===== src/sv/pci_pkg.sv =====
// ----------------------------------------------------------------------------
// pci_pkg
// Shared types and constants of the PID controller with integral clamp.
// ----------------------------------------------------------------------------
package pci_pkg;

   // field widths
   localparam int SAMPLE_W = 16;
   localparam int GAIN_W   = 16;
   localparam int ERR_W    = 17;
   localparam int SUM_W    = 32;
   localparam int DRIVE_W  = 16;
   localparam int DUTY_W   = 16;
   localparam int BAND_W   = 17;
   localparam int PROD_W   = 48;
   localparam int TOT_W    = 50;

   // configuration port
   localparam int CSR_IDX_W  = 3;
   localparam int CSR_DATA_W = 17;

   typedef enum logic [CSR_IDX_W-1:0] {
      CSR_SETPOINT      = 3'd0,
      CSR_GAIN_P        = 3'd1,
      CSR_GAIN_I        = 3'd2,
      CSR_GAIN_D        = 3'd3,
      CSR_ERROR_BAND    = 3'd4,
      CSR_INTEGRAL_DUTY = 3'd5,
      CSR_FULL_DUTY     = 3'd6
   } csr_index_type;

   // register reset values
   localparam logic [BAND_W-1:0] ERROR_BAND_RST = 17'd131071;
   localparam logic [DUTY_W-1:0] FULL_DUTY_RST  = 16'd1000;

   // item actions
   localparam logic ACTION_PROCESS = 1'b0;
   localparam logic ACTION_CLEAR   = 1'b1;

   // multiplier operand pair
   typedef enum logic [1:0] {
      MUL_SEL_P,
      MUL_SEL_I,
      MUL_SEL_D
   } mul_sel_type;

   // controller to datapath
   typedef struct packed {
      logic        clear;
      logic        load;
      logic        div_step;
      logic        lim_load;
      logic        clamp;
      logic        mul_en;
      mul_sel_type mul_sel;
      logic        acc_clr;
      logic        acc_add;
      logic        out_load;
   } cmd_type;

   // datapath to controller
   typedef struct packed {
      logic div_last;
   } status_type;

endpackage


===== src/sv/pci_req_if.sv =====
// ----------------------------------------------------------------------------
// pci_req_if
// Input item channel: action and measured sample.
// ----------------------------------------------------------------------------
interface pci_req_if;
   logic                                   valid;
   logic                                   ready;
   logic                                   action;
   logic signed [pci_pkg::SAMPLE_W-1:0]    current_sample;

   modport source (output valid, output action, output current_sample, input ready);
   modport sink   (input valid, input action, input current_sample, output ready);
endinterface


===== src/sv/pci_rsp_if.sv =====
// ----------------------------------------------------------------------------
// pci_rsp_if
// Result item channel: drive value.
// ----------------------------------------------------------------------------
interface pci_rsp_if;
   logic                           valid;
   logic                           ready;
   logic [pci_pkg::DRIVE_W-1:0]    drive;

   modport source (output valid, output drive, input ready);
   modport sink   (input valid, input drive, output ready);
endinterface


===== src/sv/pid_controller_integral_clamp.sv =====
// ----------------------------------------------------------------------------
// pid_controller_integral_clamp
// Positional PID controller with anti-windup clamp on the integral sum.
// ----------------------------------------------------------------------------
// Usage:
//   req_bus carries one item per handshake: action 0 processes current_sample
//   (signed Q12.4), action 1 clears both errors and the integral sum and
//   gives no result. rsp_bus returns one drive value per processed item.
//   Gains and limits are written through csr_wr_en / csr_index / csr_wdata
//   while the block is idle; unknown indexes are ignored.
// Sequence:
//   a processed item runs the restoring divider for the integral limit
//   (one quotient bit a cycle, PRODUCT_SHIFT + 17 bits), then three passes
//   through one shared 16x32 multiplier; the block takes no next item until
//   its drive is loaded into the output register, and the drive shows on
//   rsp_bus in the same cycle that the block is ready again. After a clear
//   item the block can take the next item in the following cycle.
// Reset and stalls:
//   reset zeroes the errors and the sum and loads the register defaults.
//   The drive sits in an output register; while the receiver stalls, a next
//   item is still taken and computed, and waits only for the slot to free.
// ----------------------------------------------------------------------------
module pid_controller_integral_clamp #(
   parameter int PRODUCT_SHIFT = 12
) (
   input  logic                              clock,
   input  logic                              reset,
   pci_req_if.sink                           req_bus,
   pci_rsp_if.source                         rsp_bus,
   input  logic                              csr_wr_en,
   input  logic [pci_pkg::CSR_IDX_W-1:0]     csr_index,
   input  logic [pci_pkg::CSR_DATA_W-1:0]    csr_wdata
);

   pci_pkg::cmd_type    cmd;
   pci_pkg::status_type status;

   // sequencer
   pci_ctrl u_ctrl (
      .clock      (clock),
      .reset      (reset),
      .req_valid  (req_bus.valid),
      .req_action (req_bus.action),
      .req_ready  (req_bus.ready),
      .rsp_valid  (rsp_bus.valid),
      .rsp_ready  (rsp_bus.ready),
      .status_i   (status),
      .cmd_o      (cmd)
   );

   // arithmetic and state
   pci_dp #(
      .PRODUCT_SHIFT (PRODUCT_SHIFT)
   ) u_dp (
      .clock          (clock),
      .reset          (reset),
      .csr_wr_en      (csr_wr_en),
      .csr_index      (csr_index),
      .csr_wdata      (csr_wdata),
      .current_sample (req_bus.current_sample),
      .cmd_i          (cmd),
      .status_o       (status),
      .drive          (rsp_bus.drive)
   );

endmodule


===== src/sv/pci_ctrl.sv =====
// ----------------------------------------------------------------------------
// pci_ctrl
// Sequencer: accepts an item, steps the divider, the clamp and the shared
// multiplier, then hands the drive to the output register.
// ----------------------------------------------------------------------------
module pci_ctrl (
   input  logic                 clock,
   input  logic                 reset,
   input  logic                 req_valid,
   input  logic                 req_action,
   output logic                 req_ready,
   output logic                 rsp_valid,
   input  logic                 rsp_ready,
   input  pci_pkg::status_type  status_i,
   output pci_pkg::cmd_type     cmd_o
);

   typedef enum logic [3:0] {
      ST_IDLE,
      ST_DIVIDE,
      ST_LIMIT,
      ST_MUL_P,
      ST_MUL_I,
      ST_MUL_D,
      ST_ACC,
      ST_FINISH
   } state_type;

   state_type state_ff, state_in;
   logic      rsp_valid_ff, rsp_valid_in;
   logic      accept;

   // handshake
   assign req_ready = (state_ff == ST_IDLE);
   assign accept    = req_valid && req_ready;
   assign rsp_valid = rsp_valid_ff;

   // commands and next state
   always_comb begin
      cmd_o        = '0;
      cmd_o.mul_sel = pci_pkg::MUL_SEL_P;
      state_in     = state_ff;
      rsp_valid_in = rsp_valid_ff && !rsp_ready;
      case (state_ff)
         ST_IDLE: begin
            if (accept) begin
               if (req_action == pci_pkg::ACTION_CLEAR) begin
                  cmd_o.clear = 1'b1;
               end else begin
                  cmd_o.load = 1'b1;
                  state_in   = ST_DIVIDE;
               end
            end
         end
         ST_DIVIDE: begin
            cmd_o.div_step = 1'b1;
            if (status_i.div_last) begin
               state_in = ST_LIMIT;
            end
         end
         ST_LIMIT: begin
            cmd_o.lim_load = 1'b1;
            state_in       = ST_MUL_P;
         end
         ST_MUL_P: begin
            cmd_o.clamp   = 1'b1;
            cmd_o.mul_en  = 1'b1;
            cmd_o.mul_sel = pci_pkg::MUL_SEL_P;
            cmd_o.acc_clr = 1'b1;
            state_in      = ST_MUL_I;
         end
         ST_MUL_I: begin
            cmd_o.mul_en  = 1'b1;
            cmd_o.mul_sel = pci_pkg::MUL_SEL_I;
            cmd_o.acc_add = 1'b1;
            state_in      = ST_MUL_D;
         end
         ST_MUL_D: begin
            cmd_o.mul_en  = 1'b1;
            cmd_o.mul_sel = pci_pkg::MUL_SEL_D;
            cmd_o.acc_add = 1'b1;
            state_in      = ST_ACC;
         end
         ST_ACC: begin
            cmd_o.acc_add = 1'b1;
            state_in      = ST_FINISH;
         end
         ST_FINISH: begin
            // wait for a free output slot
            if (!rsp_valid_ff || rsp_ready) begin
               cmd_o.out_load = 1'b1;
               rsp_valid_in   = 1'b1;
               state_in       = ST_IDLE;
            end
         end
         default: begin
            state_in = ST_IDLE;
         end
      endcase
   end

   // state and registered outputs
   always_ff @(posedge clock) begin
      if (reset) begin
         state_ff     <= ST_IDLE;
         rsp_valid_ff <= 1'b0;
      end else begin
         state_ff     <= state_in;
         rsp_valid_ff <= rsp_valid_in;
      end
   end

   // checks
   a_load_only_free_slot: assert property (@(posedge clock) disable iff (reset)
      cmd_o.out_load |-> (!rsp_valid_ff || rsp_ready))
      else $error("output register overwritten while a result waits");

   a_clear_no_result: assert property (@(posedge clock) disable iff (reset)
      (accept && req_action == pci_pkg::ACTION_CLEAR) |=> (state_ff == ST_IDLE))
      else $error("clear item started a computation");

   a_process_starts_divide: assert property (@(posedge clock) disable iff (reset)
      (accept && req_action == pci_pkg::ACTION_PROCESS) |=> (state_ff == ST_DIVIDE))
      else $error("process item did not start the divider");

   a_divide_ends_in_limit: assert property (@(posedge clock) disable iff (reset)
      (cmd_o.div_step && status_i.div_last) |=> (state_ff == ST_LIMIT))
      else $error("divider finish not followed by limit load");

endmodule


===== src/sv/pci_dp.sv =====
// ----------------------------------------------------------------------------
// pci_dp
// Datapath: configuration registers, error and integral state, bit-serial
// limit divider, shared 16x32 multiplier with accumulator, output register.
// ----------------------------------------------------------------------------
module pci_dp #(
   parameter int PRODUCT_SHIFT = 12
) (
   input  logic                                  clock,
   input  logic                                  reset,
   input  logic                                  csr_wr_en,
   input  logic [pci_pkg::CSR_IDX_W-1:0]         csr_index,
   input  logic [pci_pkg::CSR_DATA_W-1:0]        csr_wdata,
   input  logic signed [pci_pkg::SAMPLE_W-1:0]   current_sample,
   input  pci_pkg::cmd_type                      cmd_i,
   output pci_pkg::status_type                   status_o,
   output logic [pci_pkg::DRIVE_W-1:0]           drive
);

   localparam int NUM_W = pci_pkg::DUTY_W + 1 + PRODUCT_SHIFT;
   localparam int LIM_W = NUM_W + 1;
   localparam int CW    = ((LIM_W > pci_pkg::SUM_W + 1) ? LIM_W : pci_pkg::SUM_W + 1) + 1;
   localparam int CNT_W = $clog2(NUM_W);
   localparam int GW    = pci_pkg::GAIN_W;
   localparam int EW    = pci_pkg::ERR_W;
   localparam int SW    = pci_pkg::SUM_W;
   localparam int TW    = pci_pkg::TOT_W;

   localparam logic signed [SW:0] SUM_MAX = 33'sd2147483647;
   localparam logic signed [SW:0] SUM_MIN = -33'sd2147483648;

   // configuration registers
   logic signed [GW-1:0]                 setpoint_ff, gain_p_ff, gain_i_ff, gain_d_ff;
   logic [pci_pkg::BAND_W-1:0]           error_band_ff;
   logic [pci_pkg::DUTY_W-1:0]           integral_duty_ff, full_duty_ff;

   always_ff @(posedge clock) begin
      if (reset) begin
         setpoint_ff      <= '0;
         gain_p_ff        <= '0;
         gain_i_ff        <= '0;
         gain_d_ff        <= '0;
         error_band_ff    <= pci_pkg::ERROR_BAND_RST;
         integral_duty_ff <= '0;
         full_duty_ff     <= pci_pkg::FULL_DUTY_RST;
      end else if (csr_wr_en) begin
         case (csr_index)
            pci_pkg::CSR_SETPOINT:      setpoint_ff      <= csr_wdata[GW-1:0];
            pci_pkg::CSR_GAIN_P:        gain_p_ff        <= csr_wdata[GW-1:0];
            pci_pkg::CSR_GAIN_I:        gain_i_ff        <= csr_wdata[GW-1:0];
            pci_pkg::CSR_GAIN_D:        gain_d_ff        <= csr_wdata[GW-1:0];
            pci_pkg::CSR_ERROR_BAND:    error_band_ff    <= csr_wdata;
            pci_pkg::CSR_INTEGRAL_DUTY: integral_duty_ff <= csr_wdata[pci_pkg::DUTY_W-1:0];
            pci_pkg::CSR_FULL_DUTY:     full_duty_ff     <= csr_wdata[pci_pkg::DUTY_W-1:0];
            default: ;
         endcase
      end
   end

   // new error and saturated running sum
   logic signed [EW-1:0] error_now_ff, error_before_ff, err_new;
   logic signed [SW-1:0] sum_ff, sum_in;
   logic signed [SW:0]   sum_wide;
   logic [EW-1:0]        err_mag;
   logic signed [CW-1:0] lim_x, nlim_x, sum_x, clamp_x;
   logic signed [LIM_W-1:0] lim_ff, lim_in;

   assign err_new  = EW'(setpoint_ff) - EW'(current_sample);
   assign err_mag  = err_new[EW-1] ? EW'(-err_new) : err_new;
   assign sum_wide = (SW+1)'(sum_ff) + (SW+1)'(err_new);

   // clamp against the integral limit
   assign lim_x  = CW'(lim_ff);
   assign nlim_x = -lim_x;
   assign sum_x  = CW'(sum_ff);

   always_comb begin
      if (sum_x > lim_x) begin
         clamp_x = lim_x;
      end else if (sum_x < nlim_x) begin
         clamp_x = nlim_x;
      end else begin
         clamp_x = sum_x;
      end
   end

   always_comb begin
      sum_in = sum_ff;
      if (cmd_i.load) begin
         if (err_mag > error_band_ff) begin
            sum_in = '0;
         end else if (sum_wide > SUM_MAX) begin
            sum_in = SUM_MAX[SW-1:0];
         end else if (sum_wide < SUM_MIN) begin
            sum_in = SUM_MIN[SW-1:0];
         end else begin
            sum_in = sum_wide[SW-1:0];
         end
      end else if (cmd_i.clamp) begin
         if (clamp_x > CW'(SUM_MAX)) begin
            sum_in = SUM_MAX[SW-1:0];
         end else if (clamp_x < CW'(SUM_MIN)) begin
            sum_in = SUM_MIN[SW-1:0];
         end else begin
            sum_in = clamp_x[SW-1:0];
         end
      end
   end

   always_ff @(posedge clock) begin
      if (reset) begin
         error_now_ff    <= '0;
         error_before_ff <= '0;
         sum_ff          <= '0;
      end else if (cmd_i.clear) begin
         error_now_ff    <= '0;
         error_before_ff <= '0;
         sum_ff          <= '0;
      end else begin
         if (cmd_i.load) begin
            error_before_ff <= error_now_ff;
            error_now_ff    <= err_new;
         end
         sum_ff <= sum_in;
      end
   end

   // restoring divider, one quotient bit per step
   logic [GW-1:0]     rem_ff, rem_in, dvs_ff;
   logic [NUM_W-1:0]  quo_ff, quo_in;
   logic [GW:0]       rem_shift, rem_trial;
   logic [CNT_W-1:0]  cnt_ff, cnt_in;

   assign rem_shift = {rem_ff, quo_ff[NUM_W-1]};
   assign rem_trial = rem_shift - {1'b0, dvs_ff};
   assign status_o.div_last = (cnt_ff == CNT_W'(NUM_W - 1));

   always_comb begin
      rem_in = rem_ff;
      quo_in = quo_ff;
      cnt_in = cnt_ff;
      if (cmd_i.load) begin
         rem_in = '0;
         quo_in = NUM_W'({integral_duty_ff, 1'b0}) << PRODUCT_SHIFT;
         cnt_in = '0;
      end else if (cmd_i.div_step) begin
         cnt_in = cnt_ff + 1'b1;
         if (!rem_trial[GW]) begin
            rem_in = rem_trial[GW-1:0];
            quo_in = {quo_ff[NUM_W-2:0], 1'b1};
         end else begin
            rem_in = rem_shift[GW-1:0];
            quo_in = {quo_ff[NUM_W-2:0], 1'b0};
         end
      end
   end

   always_ff @(posedge clock) begin
      rem_ff <= rem_in;
      quo_ff <= quo_in;
      cnt_ff <= cnt_in;
      if (cmd_i.load) begin
         dvs_ff <= gain_i_ff[GW-1] ? GW'(-gain_i_ff) : gain_i_ff;
      end
   end

   // signed limit, zero for a zero integral gain
   always_comb begin
      if (gain_i_ff == '0) begin
         lim_in = '0;
      end else if (gain_i_ff[GW-1]) begin
         lim_in = -$signed({1'b0, quo_ff});
      end else begin
         lim_in = $signed({1'b0, quo_ff});
      end
   end

   always_ff @(posedge clock) begin
      if (cmd_i.lim_load) begin
         lim_ff <= lim_in;
      end
   end

   // shared multiplier, registered product
   logic signed [GW-1:0]              mul_a;
   logic signed [SW-1:0]              mul_b;
   logic signed [pci_pkg::PROD_W-1:0] prod_ff, prod_in;
   logic signed [EW:0]                err_diff;

   assign err_diff = (EW+1)'(error_now_ff) - (EW+1)'(error_before_ff);

   always_comb begin
      case (cmd_i.mul_sel)
         pci_pkg::MUL_SEL_P: begin
            mul_a = gain_p_ff;
            mul_b = SW'(error_now_ff);
         end
         pci_pkg::MUL_SEL_I: begin
            mul_a = gain_i_ff;
            mul_b = sum_ff;
         end
         pci_pkg::MUL_SEL_D: begin
            mul_a = gain_d_ff;
            mul_b = SW'(err_diff);
         end
         default: begin
            mul_a = '0;
            mul_b = '0;
         end
      endcase
   end

   assign prod_in = mul_a * mul_b;

   // accumulator
   logic signed [TW-1:0] acc_ff;

   always_ff @(posedge clock) begin
      if (cmd_i.mul_en) begin
         prod_ff <= prod_in;
      end
      if (cmd_i.acc_clr) begin
         acc_ff <= '0;
      end else if (cmd_i.acc_add) begin
         acc_ff <= acc_ff + TW'(prod_ff);
      end
   end

   // scale and clamp to 0..full_duty
   logic [TW-1:0]                 acc_q;
   logic [pci_pkg::DRIVE_W-1:0]   drive_in, drive_ff;

   assign acc_q = acc_ff >>> PRODUCT_SHIFT;

   always_comb begin
      if (acc_ff <= 0) begin
         drive_in = '0;
      end else if (acc_q >= TW'(full_duty_ff)) begin
         drive_in = full_duty_ff;
      end else begin
         drive_in = acc_q[pci_pkg::DRIVE_W-1:0];
      end
   end

   always_ff @(posedge clock) begin
      if (cmd_i.out_load) begin
         drive_ff <= drive_in;
      end
   end

   assign drive = drive_ff;

endmodule


===== src/flat_wrapper.sv =====
// flat-port wrapper written by rule: the top's interface ports become plain ports
module pid_controller_integral_clamp_flat 
#(
   parameter int PRODUCT_SHIFT = 12
)
  (clock, reset, csr_wr_en, csr_index, csr_wdata, req_bus_valid, req_bus_action, req_bus_current_sample, req_bus_ready, rsp_bus_valid, rsp_bus_drive, rsp_bus_ready);
  pci_req_if req_bus_i ();
  pci_rsp_if rsp_bus_i ();
  input  logic clock;
  input  logic reset;
  input  logic csr_wr_en;
  input  logic [pci_pkg::CSR_IDX_W-1:0] csr_index;
  input  logic [pci_pkg::CSR_DATA_W-1:0] csr_wdata;
  input wire logic [$bits(req_bus_i.valid)-1:0] req_bus_valid;
  input wire logic [$bits(req_bus_i.action)-1:0] req_bus_action;
  input wire logic [$bits(req_bus_i.current_sample)-1:0] req_bus_current_sample;
  output wire logic [$bits(req_bus_i.ready)-1:0] req_bus_ready;
  output wire logic [$bits(rsp_bus_i.valid)-1:0] rsp_bus_valid;
  output wire logic [$bits(rsp_bus_i.drive)-1:0] rsp_bus_drive;
  input wire logic [$bits(rsp_bus_i.ready)-1:0] rsp_bus_ready;
  assign req_bus_i.valid = req_bus_valid;
  assign req_bus_i.action = req_bus_action;
  assign req_bus_i.current_sample = req_bus_current_sample;
  assign req_bus_ready = req_bus_i.ready;
  assign rsp_bus_valid = rsp_bus_i.valid;
  assign rsp_bus_drive = rsp_bus_i.drive;
  assign rsp_bus_i.ready = rsp_bus_ready;
  pid_controller_integral_clamp #(.PRODUCT_SHIFT(PRODUCT_SHIFT)) u_core (.clock(clock), .reset(reset), .req_bus(req_bus_i), .rsp_bus(rsp_bus_i), .csr_wr_en(csr_wr_en), .csr_index(csr_index), .csr_wdata(csr_wdata));
endmodule

===== config.mk =====
export PLATFORM = sky130hd
export DESIGN_NAME = pid_controller_integral_clamp_flat
export DESIGN_NICKNAME = d
export VERILOG_FILES = /design/src/sv/pci_pkg.sv /design/src/sv/pci_req_if.sv /design/src/sv/pci_rsp_if.sv /design/src/sv/pid_controller_integral_clamp.sv /design/src/sv/pci_ctrl.sv /design/src/sv/pci_dp.sv /design/src/flat_wrapper.sv
export SDC_FILE = /design/constraint.sdc
export NUM_CORES = 2
export LEC_CHECK = 0
export BUFFER_PORTS_ARGS = -buffer_cell sky130_fd_sc_hd__buf_2
export CAP_MARGIN = 0
export CORE_MARGIN = 8
export CORE_UTILIZATION = 30
export CTS_BUF_LIST = sky130_fd_sc_hd__clkbuf_16
export DETAILED_ROUTE_END_ITERATION = 12
export HOLD_SLACK_MARGIN = 0.06
export MAX_ROUTING_LAYER = met4
export PLACE_DENSITY = 0.47
export SLEW_MARGIN = 20
export SYNTH_ARGS = -nofsm -noshare
export SYNTH_HDL_FRONTEND = slang
export SYNTH_SLANG_ARGS = --single-unit
export TNS_END_PERCENT = 1

===== constraint.sdc =====
create_clock -name clock -period 8.2 [get_ports clock]
set_clock_uncertainty 0.05 [all_clocks]
set_input_delay 0.82 -clock clock [delete_from_list [all_inputs] [get_ports clock]]
set_output_delay 0.82 -clock clock [all_outputs]
set_load 0.005 [all_outputs]

==> impl_metrics.tcl <==
set metrics [dict create \
    netlist_instances 5213 \
    die_h_um 398 \
    grt_max_degree 106 \
    end_kind "flop" \
    row_count 140 \
    setup_slack_ns -0.414 \
    p_leak_nw 23.4 \
    cts_tree "built" \
    num_vias 37600 \
    synth-seq-cells 393 \
    syn_area_per_cell_sq_um 8.39 \
    ys_warn_count 0 \
    fp.dieArea_sq_um 158000 \
    setup_viol 15 \
    core_sq_um 145000 \
    drtIter0Drc 2551 \
    post-route-period-util_pct 105 \
    dp_hpwl_um 122000 \
    status "finished, violations left" \
    async_flop_share_pct 0 \
    syn_area_sq_um 43700 \
    hold-worst-slack_ns 0.318 \
    period_needed_ns 8.61 \
    initial_core_util_pct 30.1 \
    max_freq_mhz 116 \
    cp_common_cell "fa_1" \
    cap_violations 0 \
    ys_seq_area_share_pct 20.9 \
    root_buffer "clkbuf_16" \
    final_cell_area_sq_um 50900 \
    numCtsBuffers 53 \
    critPathArrivalTime_ns 8.94 \
    fin_setup_tns_ns -3.61 \
    nNetsFinal 6387 \
    fp.dieW_um 398 \
    multi_input_comb_area_sq_um 31600 \
    total_power_w 0.00615 \
    worstSetupPathType "reg -> reg" \
    rsz0062_at_grt "true" \
    cpPeakStageDelay_ns 0.57 \
    p_per_area_nw_per_um2 121 \
    placed_area_sq_um 49000 \
    worst_skew_pair.late_latency_ns 0.67 \
    max-vdd-ir-drop_v 0.000152 \
    wl_per_cell_um 20.4 \
    gp_congestion 0.929 \
    clockBufferDepth 3 \
    grt_pass1_vias 38000 \
    gr-usage-all-layers_pct 19.8 \
    clk_pin_slew_ns 0.06 \
    startpoint_type "flop" \
    synth_edf_count 126 \
    required_ns 8.53 \
    grt_pass1_wl_um 235000 \
    hp-class "in -> reg" \
    yosysUniqueCellTypes 95 \
    violations "negative setup slack" \
    drcViolationCount 0 \
    n_fill_cell 15100 \
    ys.flop_type "dfxtp_1" \
    tightestPinTransition_ns 1.08 \
    cts_sinks 393 \
    routed_wl_um 152000 \
    ios 60 \
    ant_nets 0 \
    slew_headroom_pct 27.5 \
    portBuffers 59 \
    area_delta_synth_final_pct 16.4 \
    hold_viol 0 \
    synth_fp_nets 6094 \
    slew_viol_final 0 \
    drive_gt1_share_pct 12.4 \
    antenna_found_initial 5 \
    regArea_sq_um 9140 \
    crit_path_top_delay_cell "fa_1" \
    crit_fanout 6 \
    grt_overflow 0 \
    viasPerCell 5.03 \
    htreeDepth 2 \
    first_pass_iters 6 \
]
==> cell usage in the layout, fill, tap and decap left out, types with 38 or more instances in the layout <==
master,netlist,routed
fa_1,491,484
dfxtp_1,267,262
nor3_1,48,45
ha_1,348,337
a21oi_1,362,344
xnor2_1,159,158
nand3_1,75,75
buf_4,1,379
nand2_1,795,790
nor2_1,460,446
buf_2,8,58
nand4_1,42,42
clkbuf_16,0,53
a21o_1,118,118
o21ai_0,214,202
inv_1,699,709
o211ai_1,41,41
o21a_1,50,49
nand2b_1,39,38
mux2i_1,68,67
xor2_1,66,65
edfxtp_1,126,126
==> final cells by class <==
cell class	instances	share of cell area, %
well taps	1917	4.71
inverters	700	5.16
diodes	2	0.00983
repair buffers	455	6.87
clock inverters	46	0.560
clock buffers	53	2.61
flip-flops and latches	393	18.0
multi-input cells	3903	62.1
==> sequential cells by signal, indices dropped and copies added (netlist names), 17 cells and up <==
name,cells
u_core.u_dp.lim_ff,30
u_core.u_dp.error_now_ff,17
u_core.u_dp.sum_ff,32
u_core.u_dp.acc_ff,50
u_core.u_dp.error_band_ff,17
u_core.u_dp.error_before_ff,17
u_core.u_dp.quo_ff,29
u_core.u_dp.prod_ff,48
==> critical path: cells and delay by family (launching register included) <==
| family | cells | cell delay [ns] |
|---|---|---|
| fa+ha+maj | 9 | 3.64 |
| compound gates | 17 | 3.22 |
| buf+inv | 6 | 0.71 |
| flops | 1 | 0.32 |
| xor+xnor | 2 | 0.20 |
| simple gates | 3 | 0.17 |
==> cells by family (layout without fill, tap and decap cells) <==
logic type,after synthesis,after routing,synth area share [%]
simple gates,1680,1680,16.8
compound gates,1084,1084,15.6
buf+inv,917,1254,8.05
fa+ha+maj,839,839,32.4
flops,393,393,20.9
xor+xnor,226,226,4.54
mux,74,74,1.71
other cells,0,2,0
==> worst paths after layout <==
path | start | endpoint | slack [ns] | cells after the start
max | u_core.u_dp.error_now_ff[0] | u_core.u_dp.prod_ff[40] | -0.41 | 37
min | csr_wdata[16] | u_core.u_dp.error_band_ff[16] | 0.32 | 2
max reg2reg | u_core.u_dp.error_now_ff[0] | u_core.u_dp.prod_ff[40] | -0.41 | 37
min reg2reg | u_core.u_dp.error_before_ff[3] | u_core.u_dp.error_before_ff[3] | 0.40 | 2
==> metal layers <==
layer  global-route usage, %  routed length (um)  part of all wire, %  up-vias
met3                    2.89                8790                  5.8      158
met2                    32.2               71100                   47      879
met1                    26.2               69000                   45    18600
met4                    4.31                3580                  2.3        0
li1                        -                   -                    -    17900
met5                       -                   0                    0        -
==> synthesized netlist by cell type (39+ instances only) <==
cell | number | area, sq um
nor2_1 | 460 | 1730
xnor2_1 | 159 | 1390
nand2_1 | 795 | 2980
nand3_1 | 75 | 375
inv_1 | 699 | 2620
xor2_1 | 66 | 578
ha_1 | 348 | 4350
nand2b_1 | 39 | 244
clkbuf_1 | 177 | 664
mux2i_1 | 68 | 681
dfxtp_1 | 267 | 5350
fa_1 | 491 | 9830
nand4_1 | 42 | 263
o21a_1 | 50 | 375
a21oi_1 | 362 | 1810
a21o_1 | 118 | 886
o21ai_0 | 214 | 1070
edfxtp_1 | 126 | 3780
o211ai_1 | 41 | 308
nor3_1 | 48 | 240
==> power by group <==
group | internal (W) | total (W) | switching (W) | leakage, nW
Combinational | 0.000701 | 0.00173 | 0.00103 | 19.2
Sequential | 0.00212 | 0.00223 | 0.000115 | 3.32
Clock | 0.00121 | 0.00219 | 0.000981 | 0.836
Total | 0.00403 | 0.00615 | 0.00213 | 23.4
==> per-stage QoR <==
step                util [%]  cells  setup WS [ns]
finish                  35.1   7469         -0.414
global route            35.0   7467         -0.815
CTS                     34.9   7465         -0.455
detailed placement      33.8   7365         -0.720
global placement        33.8   7365         -0.642
floorplan                  -   5213        -0.0169
==> timing repair <==
action / 4_1_cts / 5_1_grt
cloned: 0 / 0
setup buffers: 1 / 2
resized for setup: 19 / 41
pin swaps: 23 / 33
hold buffers: 0 / 0
endpoints found under the setup margin: 23 / 29
Power figures use the tool's default switching activity.
